### config.mk
export PLATFORM = sky130hd
export DESIGN_NAME = ppi_div
export DESIGN_NICKNAME = d
export VERILOG_FILES = /design/src/design/ppi_div.sv
export SDC_FILE = /design/constraint.sdc
export NUM_CORES = 1
export LEC_CHECK = 0
export CAP_MARGIN = 20
export CELL_PAD_IN_SITES_DETAIL_PLACEMENT = 1
export CELL_PAD_IN_SITES_GLOBAL_PLACEMENT = 1
export CORE_ASPECT_RATIO = 1.5
export CORE_UTILIZATION = 28
export CTS_BUF_LIST = sky130_fd_sc_hd__clkbuf_8
export DETAILED_ROUTE_END_ITERATION = 8
export DONT_BUFFER_PORTS = 1
export GPL_ROUTABILITY_DRIVEN = 0
export GPL_TIMING_DRIVEN = 0
export PLACE_DENSITY = 0.54
export SLEW_MARGIN = 40
export SYNTH_ARGS = -nofsm -noshare
export SYNTH_HDL_FRONTEND = slang
export SYNTH_SLANG_ARGS = --single-unit
### constraint.sdc
create_clock -name clk -period 4.7 [get_ports clk]
set_clock_uncertainty 0.1 [all_clocks]
set_input_delay 0.47 -clock clk [delete_from_list [all_inputs] [get_ports clk]]
set_output_delay 0.47 -clock clk [all_outputs]
set_load 0.01 [all_outputs]
### src/design/ppi_div.sv
// Restoring divider that produces one quotient bit per cycle.
// The quotient is known to fit in QW bits. Depends on nothing.
`timescale 1ns / 1ps

module ppi_div #(
  parameter int NW = 44,
  parameter int QW = 20,
  parameter int DW = 24
) (
  input  logic          clk,
  input  logic          rst,
  input  logic          start,
  input  logic [NW-1:0] num,
  input  logic [DW-1:0] den,
  output logic [QW-1:0] quo,
  output logic          rem_nz,
  output logic          done
);

  localparam int CW = $clog2(QW + 1);

  logic [DW-1:0] rem;
  logic [QW-1:0] low;
  logic [CW-1:0] cnt;
  logic          run;
  logic [DW:0]   trial;
  logic [DW:0]   diff;
  logic          ge;

  assign trial = {rem, low[QW-1]};
  assign diff = trial - {1'b0, den};
  assign ge = trial >= {1'b0, den};

  always_ff @(posedge clk) begin
    if (rst) begin
      run <= 1'b0;
      done <= 1'b0;
      cnt <= '0;
    end else if (start) begin
      rem <= num[NW-1:QW];
      low <= num[QW-1:0];
      cnt <= CW'(QW);
      run <= 1'b1;
      done <= 1'b0;
    end else if (run) begin
      rem <= ge ? diff[DW-1:0] : trial[DW-1:0];
      low <= {low[QW-2:0], ge};
      cnt <= cnt - 1'b1;
      if (cnt == CW'(1)) begin
        run <= 1'b0;
        done <= 1'b1;
      end
    end
  end

  assign quo = low;
  assign rem_nz = |rem;

endmodule

# After elaboration in Yosys (flattened, before gate mapping)
# Index checks and enable logic that the tools add are counted.
[classes]
n_eq_ne = 1
bitwise_logic = 1
addsub = 2
order_cmp = 1
reduce_logical = 5
muxes = 10
[ops]
columns = ["op", "n"]
rows = [
  ["two-way mux 24 bit", 3],
  ["two-way mux 20 bit", 2],
  ["greater-or-equal comparator 25 x 24 -> 1 bit", 1],
  ["OR reduction 24 bit", 1],
  ["subtractor 24 bit", 1],
  ["two-way mux 5 bit", 2],
  ["== test 5 x 1 -> 1 bit (second input constant)", 1],
  ["subtractor 5 x 1 -> 5 bit (second input constant)", 1],
  ["AND reduction 2 bit", 2],
  ["two-way mux 1 bit", 3],
  ["nonzero test 2 bit", 1],
  ["OR reduction 2 bit", 1],
  ["inverter 1 bit", 1],
]
[word_totals]
inputBits = 71
wordCells = 26
out_inout_bits = 22
ff_bits = 51

# Longest topological paths before layout
# Gate-level depths: netlist of run 1.
[depth]
word_depth = 4
mapped_depth = 13

# Worst setup path before layout of run 1
# Ideal clock, no wire load.
[synth_path]
kind = "in2reg"
startpoint = "input start"
endpoint = "register low[0] (netlist: quo[0]), enable pin"
path_slack_ps = 1123
arrival_time_ps = 3031
stages = 4
required_time_ps = 4155
setup_ps = 445
path_cell_list = "buf_1 -> clkbuf_1 -> nor2_1 -> nor2_1"
[synth_via]
elab_chain_cells = 2
[synth_rtl]
columns = ["item", "line", "rtl"]
rows = [
  ["from (decl)", "12", "input logic start,"],
  ["nonzero test 2 bit (no line)", "-", ""],
  ["AND reduction 2 bit (no line)", "-", ""],
  ["to (signal assigned)", "41", "low <= num[QW-1:0];"],
  ["to (signal assigned)", "47", "low <= {low[QW-2:0], ge};"],
  ["to (decl)", "23", "logic [QW-1:0] low;"],
]
# No other way between the ends.
# A chain may end at the register's enable or synchronous reset.

# Worst setup path in the final report of run 1
[layout_path]
startpoint = "register low[19] (netlist: quo[19])"
endpoint = "register rem[20] (data pin)"
[layout_via]
elab_chain_cells = 4
word_cells_on_any_way = 5
classes_between = "add/sub (1); order compare (1); mux (3)"
[layout_rtl]
columns = ["item", "line", "rtl"]
rows = [
  ["subtractor 24 bit / greater-or-equal comparator 25 x 24 -> 1 bit (equally long branches)", "31, 32", ""],
  ["two-way mux 24 bit *", "46", "rem <= ge ? diff[DW-1:0] : trial[DW-1:0];"],
  ["two-way mux 24 bit *", "45", "end else if (run) begin"],
  ["two-way mux 24 bit *", "39", "end else if (start) begin"],
  ["to (signal assigned)", "40", "rem <= num[NW-1:QW];"],
  ["to (signal assigned)", "46", ""],
  ["to (decl)", "22", "logic [DW-1:0] rem;"],
]
# Mark *: on every way between the ends. The rest lies on a longest branch, timed or not. The select of a mux whose other input is x is not followed.

==> results of run 1 <==
## cells in the final DEF (no fill, tap or decap), drive strengths merged, types with 2 or more instances in the layout
| cell | Yosys | routed |
|---|---|---|
| buf | 9 | 11 |
| nand3 | 4 | 4 |
| dfxtp | 7 | 7 |
| nor4b | 2 | 2 |
| a21oi | 35 | 35 |
| a211oi | 3 | 3 |
| o21bai | 3 | 3 |
| and3 | 7 | 7 |
| nor2 | 30 | 30 |
| o21a | 2 | 2 |
| o21ai | 10 | 10 |
| xnor2 | 17 | 17 |
| xor2 | 8 | 8 |
| clkbuf | 5 | 10 |
| nor3 | 9 | 9 |
| mux2 | 21 | 21 |
| a21o | 7 | 7 |
| inv | 33 | 35 |
| a2bb2oi | 4 | 4 |
| nand2 | 42 | 42 |
| nand2b | 2 | 2 |
| edfxtp | 44 | 44 |
| nor4 | 7 | 7 |
| o211ai | 4 | 4 |
| a31oi | 13 | 13 |
| mux2i | 6 | 6 |
| a221o | 3 | 3 |
| ha | 26 | 26 |
## layer usage
layer	vias up	global-route usage, %	wire (um)
li1	1382	-	-
met1	1348	16.8	4050
met2	82	30.1	5430
met3	15	4.31	646
met4	0	6.38	262
met5	-	0	0
## stage by stage
stage	util, %	setup WS, ns	TNS, ns
after CTS	31.5	1.39	0
after detailed placement	30.8	1.43	0
after global placement	30.3	-0.274	-11.93
after floorplan	-	1.12	0
after global routing	31.5	1.21	0
final	31.5	1.43	0
## flip-flops by register name, summed over array words and instances (netlist names)
signal,flops
run,1
quo,20
cnt,5
done,1
rem,24
## how the worst max path moves through the flow
stage          endpoint  cells past startpoint
2_1_floorplan    quo[0]                      4
3_3_place_gp     rem[5]                      4
3_5_place_dp    rem[20]                     11
4_1_cts         rem[20]                     11
5_1_grt         rem[22]                     13
6_report        rem[20]                     11
## logic make-up after synthesis
| group | share of synthesized area, % |
|---|---|
| mux | 8.24 |
| simple gates | 14.0 |
| xor+xnor | 6.08 |
| fa+ha+maj | 9.59 |
| compound gates | 16.2 |
| flops | 40.6 |
| buf+inv | 5.28 |
## final cells by class
class | count | area [sq um]
fill | 1481 | 8570
timing repair buffer | 2 | 55.1
sequential | 51 | 1460
clock buffer | 5 | 68.8
tap | 156 | 195
inverter | 33 | 124
buffer | 14 | 66.3
clock inverter | 3 | 20.0
multi-input combinational | 278 | 1960
## where the power goes
| part | internal [mW] | switching, mW | total (mW) | leakage (nW) |
|---|---|---|---|---|
| clock | 0.105 | 0.166 | 0.272 | 0.0460 |
| combinational | 0.170 | 0.217 | 0.387 | 1.04 |
| sequential | 0.543 | 0.0372 | 0.580 | 0.475 |
| total | 0.818 | 0.420 | 1.24 | 1.56 |
==> metrics.md, run 1 <==
| Metric | Value |
|---|---|
| Status | completed |
| Pwr Total | 1.24 mW |
| WS Path Type | flop to flop |
| Fin. max-slew vios | 0 |
| Top_reg_cell synth | edfxtp_1 |
| Async SR Flop Fraction | 0% |
| Setup violation total in the final timing report | 0 |
| Max-cap violations | 0 |
| Post-synth top area share | 36.7% |
| Routed vias | 2827 |
| Lkg Pwr | 1.56 nW |
| Worst Hold Depth | 2 |
| Antenna violations before repair | 0 |
| Synth top area cells | edfxtp_1 (37%), ha_1 (9.0%), mux2_2 (6.6%) |
| Clk slew on worst S/H paths | 0.10 ns |
| Placed Instances | 534 |
| Initial core utilization | 28.8% |
| Fin crit share | 69.7% |
| Peak Freq | 0.305 GHz |
| Worst Reg-to-Reg Cells | 11 |
| CTS root buf | clkbuf_8 |
| Post-synthesis sequential area ratio | 40.6% |
| Die footprint | 0.0133 sq mm |
| Synthesized instance count | 376 |
| Worst setup path start | quo[19] |
| GRT overflow | 0 |
| Drt pass-1 iters | 4 |
| Synthesized area per cell | 9.57 sq um |
| CTS max path bufs | 2 |
| CP required | 4.67 ns |
| Number of diodes | 0 |
| Core area | 0.0125 sq mm |
| Final Instance Area | 0.00395 sq mm |
| # port buffers | 0 |
| Post-route antenna net violation count | 0 |
| Hold crit path type | input port to flop |
| Final Routed Wirelength | 10400 um |
| # nets final | 483 |
| Post-cts gate resize count | 0 |
| Yosys warnings | 0 |
| I/O pins | 93 |
| Vias/cell | 5.22 |
| Die height | 141 um |
| First-pass GRT wire length | 16300 um |
| Crit path cell chain | inv_1 -> ha_1 -> inv_1 -> fa_1 -> a21oi_1 -> o211ai_1 -> a31oi_1 -> o21ai_0 -> a21oi_1 -> xnor2_1 -> a221o_1 |
| DRC violations left | 0 |
| Pin count of the biggest net entering global routing | 18 |
| Clock sink total | 51 |
| Fin. Hold Viols | 0 |
| Initial drt markers | 83 |
| Setup Buffers After CTS | 0 |
| DP Area | 0.00386 sq mm |
| CTS tree | done |
| Final period demand of the worst path | 3.27 ns |
| Skew-Pair Late Insertion Delay | 0.32 ns |
| Max FO, Critical Path | 3 |
| #FFs+latches synth | 51 |
| Final Non-Filler Cells | 542 |
| Worst-Margin Slew | 0.772 ns |
| Synth area leader | edfxtp_1 |
| WHS | 0.250 ns |
| Worst Hold End | rem[1] |
| Die X-Extent | 94.6 um |
| Wirelength per Cell | 19.2 um |
| Slowest cell on the critical path | edfxtp_1 |
| Post-synth net total | 474 |
| Most common library cells after synthesis | edfxtp_1 (44), nand2_1 (41), a21oi_1 (34), inv_1 (33), nor2_1 (30) |
| Row Count | 50 |
| Detailed Place HPWL | 8380 um |
| Min-Delay Startpoint | num[21] |
| Delay-heaviest family, CP | compound AO/OA/AOI/OAI gates |
| # hold bufs at CTS | 0 |
| Cell variety after synth | 49 |
| Layout area overhead | 9.63% |
| Syn Std Cell Area | 0.00360 sq mm |
| Number of global-route vias before repair | 3160 |
| RR Endpoint | rem[20] |
| CTS Buf Count | 5 |
| Reg2reg start | quo[19] |
| Relative slew slack | 48.6% |
| H-Tree Depth | 2 |
| All-layer global routing usage | 16.2% |
| Buf/Inv on CP | 2 |
| RSZ-0062 raised after global routing | false |
| Count leader, synth | edfxtp_1 |
| Crit. End Element | flop |
| Worst setup SP type | flop |
| PD cells | 314 mW/mm^2 |
| Layout cells sized above 1 | 10.9% |
| CP arrival | 3.25 ns |
| Max incr delay on CP | 0.47 ns |
| Peak VDD IR | 0.161 mV |
| R2R Setup Slk | 1.43 ns |
| EDFF count, synth | 44 |
Power figures use the tool's default switching activity.
==> run 2: changes to the inputs <==
- ABC_AREA: default -> 1
- PLACE_DENSITY: 0.54 -> 0.6
- clock period: 4.7 -> 2.75 ns (I/O delays scaled with it)
==> metrics.md, run 2 <==
| Metric | Value |
|---|---|
| Final period demand of the worst path | 2.58 ns (was 3.27 ns) |
| Post-synth net total | 807 (was 474) |
| Worst-Margin Slew | 0.709 ns (was 0.772 ns) |
| Die height | 159 um (was 141 um) |
| # port buffers | 0 (unchanged) |
| Async SR Flop Fraction | 0% (unchanged) |
| Cell variety after synth | 37 (was 49) |
| Max-cap violations | 0 (unchanged) |
| Max reg flops | 24 (unchanged) |
| Largest family of logic cells by synthesized area | simple AND/OR/NAND/NOR gates (was compound AO/OA/AOI/OAI gates) |
| Status | completed (unchanged) |
| Synth Area in Simple Gates | 41.8% (was 14.0%) |
| Post-synthesis compound-gate area fraction | 3.04% (was 16.2%) |
| Crit path cell chain | inv_2 -> ha_4 -> inv_2 -> fa_2 -> inv_1 -> nor2_1 -> or2_2 -> nand3b_1 -> nand3_1 -> nand2_1 -> nand3_2 -> nand3_1 -> nand2_1 (was inv_1 -> ha_1 -> inv_1 -> fa_1 -> a21oi_1 -> o211ai_1 -> a31oi_1 -> o21ai_0 -> a21oi_1 -> xnor2_1 -> a221o_1) |
| Vias/cell | 4.75 (was 5.22) |
| R2R Setup Slk | 0.17 ns (was 1.43 ns) |
| Clock sink total | 51 (unchanged) |
| Relative slew slack | 52.7% (was 48.6%) |
| Multiplexer area fraction after synthesis | 0% (was 8.24%) |
| CP required | 2.76 ns (was 4.67 ns) |
| CTS root buf | clkbuf_8 (unchanged) |
| Initial core utilization | 28.6% (was 28.8%) |
| Max FO, Critical Path | 4 (was 3) |
| Synthesized instance count | 709 (was 376) |
| Number of global-route vias before repair | 4746 (was 3160) |
| I/O pins | 93 (unchanged) |
| Drt pass-1 iters | 4 (unchanged) |
| Layout area overhead | 9.83% (was 9.63%) |
| Final Routed Wirelength | 15600 um (was 10400 um) |
| WHS | 0.0154 ns (was 0.250 ns) |
| Count leader, synth | nand2_1 (was edfxtp_1) |
| Post-synth top area share | 28.7% (was 36.7%) |
| Synth top area cells | edfxtp_1 (29%), nand2_1 (22%), inv_1 (12%) (was edfxtp_1 (37%), ha_1 (9.0%), mux2_2 (6.6%)) |
| Register bank with the most flops | rem (unchanged) |
| PD cells | 470 mW/mm^2 (was 314 mW/mm^2) |
| WS Path Type | flop to flop (unchanged) |
| Initial drt markers | 133 (was 83) |
| Syn Std Cell Area | 0.00461 sq mm (was 0.00360 sq mm) |
| First-pass GRT wire length | 24900 um (was 16300 um) |
| Peak Freq | 0.388 GHz (was 0.305 GHz) |
| Crit. End Element | flop (unchanged) |
| Most common library cells after synthesis | nand2_1 (275), inv_1 (142), nand3_1 (49), edfxtp_1 (44), nor2_1 (43) (was edfxtp_1 (44), nand2_1 (41), a21oi_1 (34), inv_1 (33), nor2_1 (30)) |
| Peak VDD IR | 0.205 mV (was 0.161 mV) |
| Synthesized area per cell | 6.50 sq um (was 9.57 sq um) |
| CTS tree | done (unchanged) |
| Die footprint | 0.0170 sq mm (was 0.0133 sq mm) |
| Buf/Inv on CP | 3 (was 2) |
| Setup violation total in the final timing report | 0 (unchanged) |
| Core area | 0.0161 sq mm (was 0.0125 sq mm) |
| GRT overflow | 0 (unchanged) |
| EDFF count, synth | 44 (unchanged) |
| Post-Synth Adder-Cell Area | 7.50% (was 9.59%) |
| DRC violations left | 0 (unchanged) |
| Max incr delay on CP | 0.50 ns (was 0.47 ns) |
| Setup ws final | 0.175 ns (was 1.43 ns) |
| Core Util, Final | 31.4% (was 31.5%) |
| Final Non-Filler Cells | 927 (was 542) |
| Slowest cell on the critical path | edfxtp_1 (unchanged) |
| Pre-CTS setup slack | 0.0211 ns (was 1.43 ns) |
| Number of diodes | 0 (unchanged) |
| All-layer global routing usage | 18.9% (was 16.2%) |
| Synth area leader | edfxtp_1 (unchanged) |
| Die X-Extent | 107 um (was 94.6 um) |
| Top_reg_cell synth | edfxtp_1 (unchanged) |
| #FFs+latches synth | 51 (unchanged) |
| Fin crit share | 93.7% (was 69.7%) |
| Pin count of the biggest net entering global routing | 19 (was 18) |
| Detailed Place HPWL | 12800 um (was 8380 um) |
| # nets final | 818 (was 483) |
| Delay-heaviest family, CP | simple AND/OR/NAND/NOR gates (was compound AO/OA/AOI/OAI gates) |
| H-Tree Depth | 2 (unchanged) |
| CP arrival | 2.59 ns (was 3.25 ns) |
| Fin. Hold Viols | 0 (unchanged) |
| Fin. max-slew vios | 0 (unchanged) |
| Placed Instances | 917 (was 534) |
| Pwr Total | 2.38 mW (was 1.24 mW) |
| CTS Buf Count | 5 (unchanged) |
| Lkg Pwr | 2.67 nW (was 1.56 nW) |
| Routed vias | 4404 (was 2827) |
| RSZ-0062 raised after global routing | false (unchanged) |
| CTS max path bufs | 2 (unchanged) |
| Antenna violations before repair | 0 (unchanged) |
| Layout cells sized above 1 | 7.77% (was 10.9%) |
| Wirelength per Cell | 16.9 um (was 19.2 um) |
| Clk slew on worst S/H paths | 0.12 ns (was 0.10 ns) |
| Row Count | 57 (was 50) |
| Post-route antenna net violation count | 0 (unchanged) |
| Xor/xnor share of the synthesized area | 2.09% (was 6.08%) |
| Yosys warnings | 0 (unchanged) |
| Hold crit path type | input port to flop (unchanged) |
| Skew-Pair Late Insertion Delay | 0.34 ns (was 0.32 ns) |
| Worst setup SP type | flop (unchanged) |
| Most frequent cells in the layout | nand2_1 (275), inv_1 (140), nand3_1 (48) (was edfxtp_1 (44), nand2_1 (41), inv_1 (34), a21oi_1 (34), nor2_1 (29)) |
| Commonest non-fill, non-tap cell in the layout | nand2_1 (was edfxtp_1) |
| Post-synthesis sequential area ratio | 31.7% (was 40.6%) |
==> run 2: metal layers <==
| metal | share of wire (%) | vias up | global-route usage (%) |
|---|---|---|---|
| met2 | 54 | 83 | 35.9 |
| li1 | - | 2235 | - |
| met3 | 4.1 | 20 | 3.07 |
| met4 | 2.5 | 0 | 6.16 |
| met1 | 40 | 2066 | 20.9 |
| met5 | 0 | - | 0 |
==> run 2: worst paths after layout <==
| check | from | end | cells after the start |
|---|---|---|---|
| max reg2reg | quo[19] | rem[20] | 13 |
| max | quo[19] | rem[20] | 13 |
| min | num[42] | rem[22] | 2 |
| min reg2reg | cnt[4] | cnt[4] | 2 |
==> run 2: where the power goes <==
| part | internal (mW) | leakage, nW | switching, mW |
|---|---|---|---|
| combinational | 0.302 | 2.15 | 0.569 |
| clock | 0.189 | 0.0463 | 0.340 |
| sequential | 0.925 | 0.480 | 0.0532 |
==> run 2: worst register-to-register path: cells and delay by family (launching register included) <==
kind                     cells  cell delay (ns)
AND/OR/NAND/NOR              8             0.96
adder cells (fa/ha/maj)      2             0.57
flip-flops                   1             0.50
buffers and inverters        3             0.25
==> run 2: kinds of logic after synthesis <==
logic type / Yosys count
xor+xnor: 11
compound gates: 23
buf+inv: 164
simple gates: 433
flops: 51
fa+ha+maj: 27
==> run 2: through the flow <==
step                      instance area (sq um)  setup TNS [ns]
after CTS                                  5020               0
final                                      5060               0
after global routing                       5060               0
after global placement                     4870          -19.65
after floorplan                            4610               0
after detailed placement                   4920               0
==> run 2: final cells by class <==
type	count	area, sq um
buffer	18	95.1
clock buffer	5	68.8
clock inverter	3	27.5
fill	2139	11100
inverter	146	548
multi-input combinational	494	2540
sequential	51	1460
tap	206	258
timing repair buffer	4	60.1
==> run 2: timing repair <==
item | CTS | global route
hold buffers | 1 | 0
setup endpoints to repair | 0 | 23
endpoints found under the hold margin | 1 | 0
resized for setup | 0 | 10
buffers inserted | 0 | 1
==> run 3: changes to the inputs <==
- ABC_AREA: 1 -> 0
- PLACE_DENSITY: 0.6 -> 0.56
==> metrics.md, run 3 (same netlist as run 1, synthesis figures left out) <==
| Metric | Value |
|---|---|
| Fin Setup TNS | -2.31 ns (was 0 ns) |
| Final period demand of the worst path | 2.92 ns (was 2.58 ns) |
| Initial drt markers | 77 (was 133) |
| Max reg flops | 24 (unchanged) |
| # nets final | 518 (was 818) |
| # port buffers | 0 (unchanged) |
| Detailed Place HPWL | 8390 um (was 12800 um) |
| PD cells | 514 mW/mm^2 (was 470 mW/mm^2) |
| Setup violation total in the final timing report | 24 (was 0) |
| Row Count | 50 (was 57) |
| Die X-Extent | 94.6 um (was 107 um) |
| Layout cells sized above 1 | 27.1% (was 7.77%) |
| Placed Instances | 534 (was 917) |
| Max FO, Critical Path | 7 (was 4) |
| Hold crit path type | input port to flop (unchanged) |
| CTS tree | done (unchanged) |
| GRT overflow | 0 (unchanged) |
| Initial core utilization | 28.8% (was 28.6%) |
| CP required | 2.74 ns (was 2.76 ns) |
| Setup ws final | -0.169 ns (was 0.175 ns) |
| Pin count of the biggest net entering global routing | 19 (unchanged) |
| Die height | 141 um (was 159 um) |
| Die footprint | 0.0133 sq mm (was 0.0170 sq mm) |
| Fin. max-slew vios | 0 (unchanged) |
| CTS root buf | clkbuf_8 (unchanged) |
| Post-route antenna net violation count | 0 (unchanged) |
| Antenna violations before repair | 0 (unchanged) |
| Lkg Pwr | 1.77 nW (was 2.67 nW) |
| H-Tree Depth | 2 (unchanged) |
| Number of global-route vias before repair | 3318 (was 4746) |
| Peak VDD IR | 0.284 mV (was 0.205 mV) |
| Wirelength per Cell | 18.9 um (was 16.9 um) |
| Fin. Hold Viols | 0 (unchanged) |
| Drt pass-1 iters | 4 (unchanged) |
| Crit. End Element | flop (unchanged) |
| Final Routed Wirelength | 10900 um (was 15600 um) |
| Peak Freq | 0.343 GHz (was 0.388 GHz) |
| Register bank with the most flops | rem (unchanged) |
| Most frequent cells in the layout | edfxtp_1 (44), nand2_1 (41), buf_4 (33) (was nand2_1 (275), inv_1 (140), nand3_1 (48)) |
| Final Non-Filler Cells | 577 (was 927) |
| Core area | 0.0125 sq mm (was 0.0161 sq mm) |
| Worst-Margin Slew | 0.676 ns (was 0.709 ns) |
| DRC violations left | 0 (unchanged) |
| RSZ-0062 raised after global routing | true (was false) |
| I/O pins | 93 (unchanged) |
| Violated checks | negative setup slack |
| CTS Buf Count | 5 (unchanged) |
| Commonest non-fill, non-tap cell in the layout | edfxtp_1 (was nand2_1) |
| First-pass GRT wire length | 17000 um (was 24900 um) |
| WS Path Type | flop to flop (unchanged) |
| Vias/cell | 5.15 (was 4.75) |
| Clk slew on worst S/H paths | 0.11 ns (was 0.12 ns) |
| CP arrival | 2.91 ns (was 2.59 ns) |
| Clock sink total | 51 (unchanged) |
| Core Util, Final | 35.9% (was 31.4%) |
| Relative slew slack | 54.9% (was 52.7%) |
| All-layer global routing usage | 16.8% (was 18.9%) |
| Worst setup SP type | flop (unchanged) |
| Skew-Pair Late Insertion Delay | 0.32 ns (was 0.34 ns) |
| Number of diodes | 0 (unchanged) |
| CTS max path bufs | 2 (unchanged) |
| Status | complete, but fails checks (was completed) |
| Max-cap violations | 0 (unchanged) |
| Routed vias | 2972 (was 4404) |
| Fin crit share | 106% (was 93.7%) |
| Layout area overhead | 25.0% (was 9.83%) |
## run 3: metrics by stage
| step | instance area, sq um | setup slack, ns | hold slack [ns] | power (mW) |
|---|---|---|---|---|
| after global placement | 3820 | -0.886 | 0.374 | 1.67 |
| after global routing | 4500 | -0.279 | 0.0423 | 2.46 |
| after detailed placement | 3880 | -0.539 | 0.378 | 1.69 |
| final | 4500 | -0.169 | 0.0526 | 2.31 |
| after floorplan | 3630 | -0.00831 | 0.366 | 1.51 |
| after CTS | 4380 | -0.274 | 0.0355 | 2.29 |
## run 3: area by class of cell
class,count,area [sq um]
Fill cell,1430,8010
Inverter,33,124
Multi-Input combinational cell,278,2220
Clock inverter,3,26.3
Buffer,14,76.3
Clock buffer,5,68.8
Tap cell,156,195
Timing Repair Buffer,37,325
Sequential cell,51,1460
## run 3: timing repair
| action | CTS | global route |
|---|---|---|
| hold endpoints to repair | 0 | 0 |
| gates resized for setup | 32 | 21 |
| endpoints found under the setup margin | 25 | 25 |
| buffers inserted | 33 | 4 |
| pin swaps | 18 | 23 |
| hold buffers | 0 | 0 |
## run 3: worst paths after layout
path,startpoint,cells after the start,slack (ns),end
max,rem[1],11,-0.17,rem[21]
min reg2reg,cnt[1],2,0.42,cnt[1]
max reg2reg,rem[1],11,-0.17,rem[21]
min,num[32],1,0.05,rem[12]
## run 3: report_power, final
part           switching [mW]  internal, mW  leakage (nW)  total (mW)
logic                   0.438         0.399          1.24       0.837
registers              0.0678         0.929         0.475       0.996
clock network           0.290         0.188        0.0491       0.478
## run 3: layer usage
layer	global-route usage (%)	vias up	share of wire, %
met5	0	-	0
met2	32.1	81	55
met1	17.6	1424	37
met4	4.70	0	2.0
met3	4.15	14	6.0
li1	-	1453	-
## run 3: worst max-delay path, cell delays in order (launching register included)
cell and delay [ns]:
edfxtp_1 0.49, ha_4 0.35, nor2_1 0.06, a211o_1 0.29
a31oi_4 0.19, o211ai_2 0.12, a21oi_2 0.18, nor3_2 0.06
o211a_1 0.27, buf_6 0.16, and3_4 0.17, a221o_1 0.25
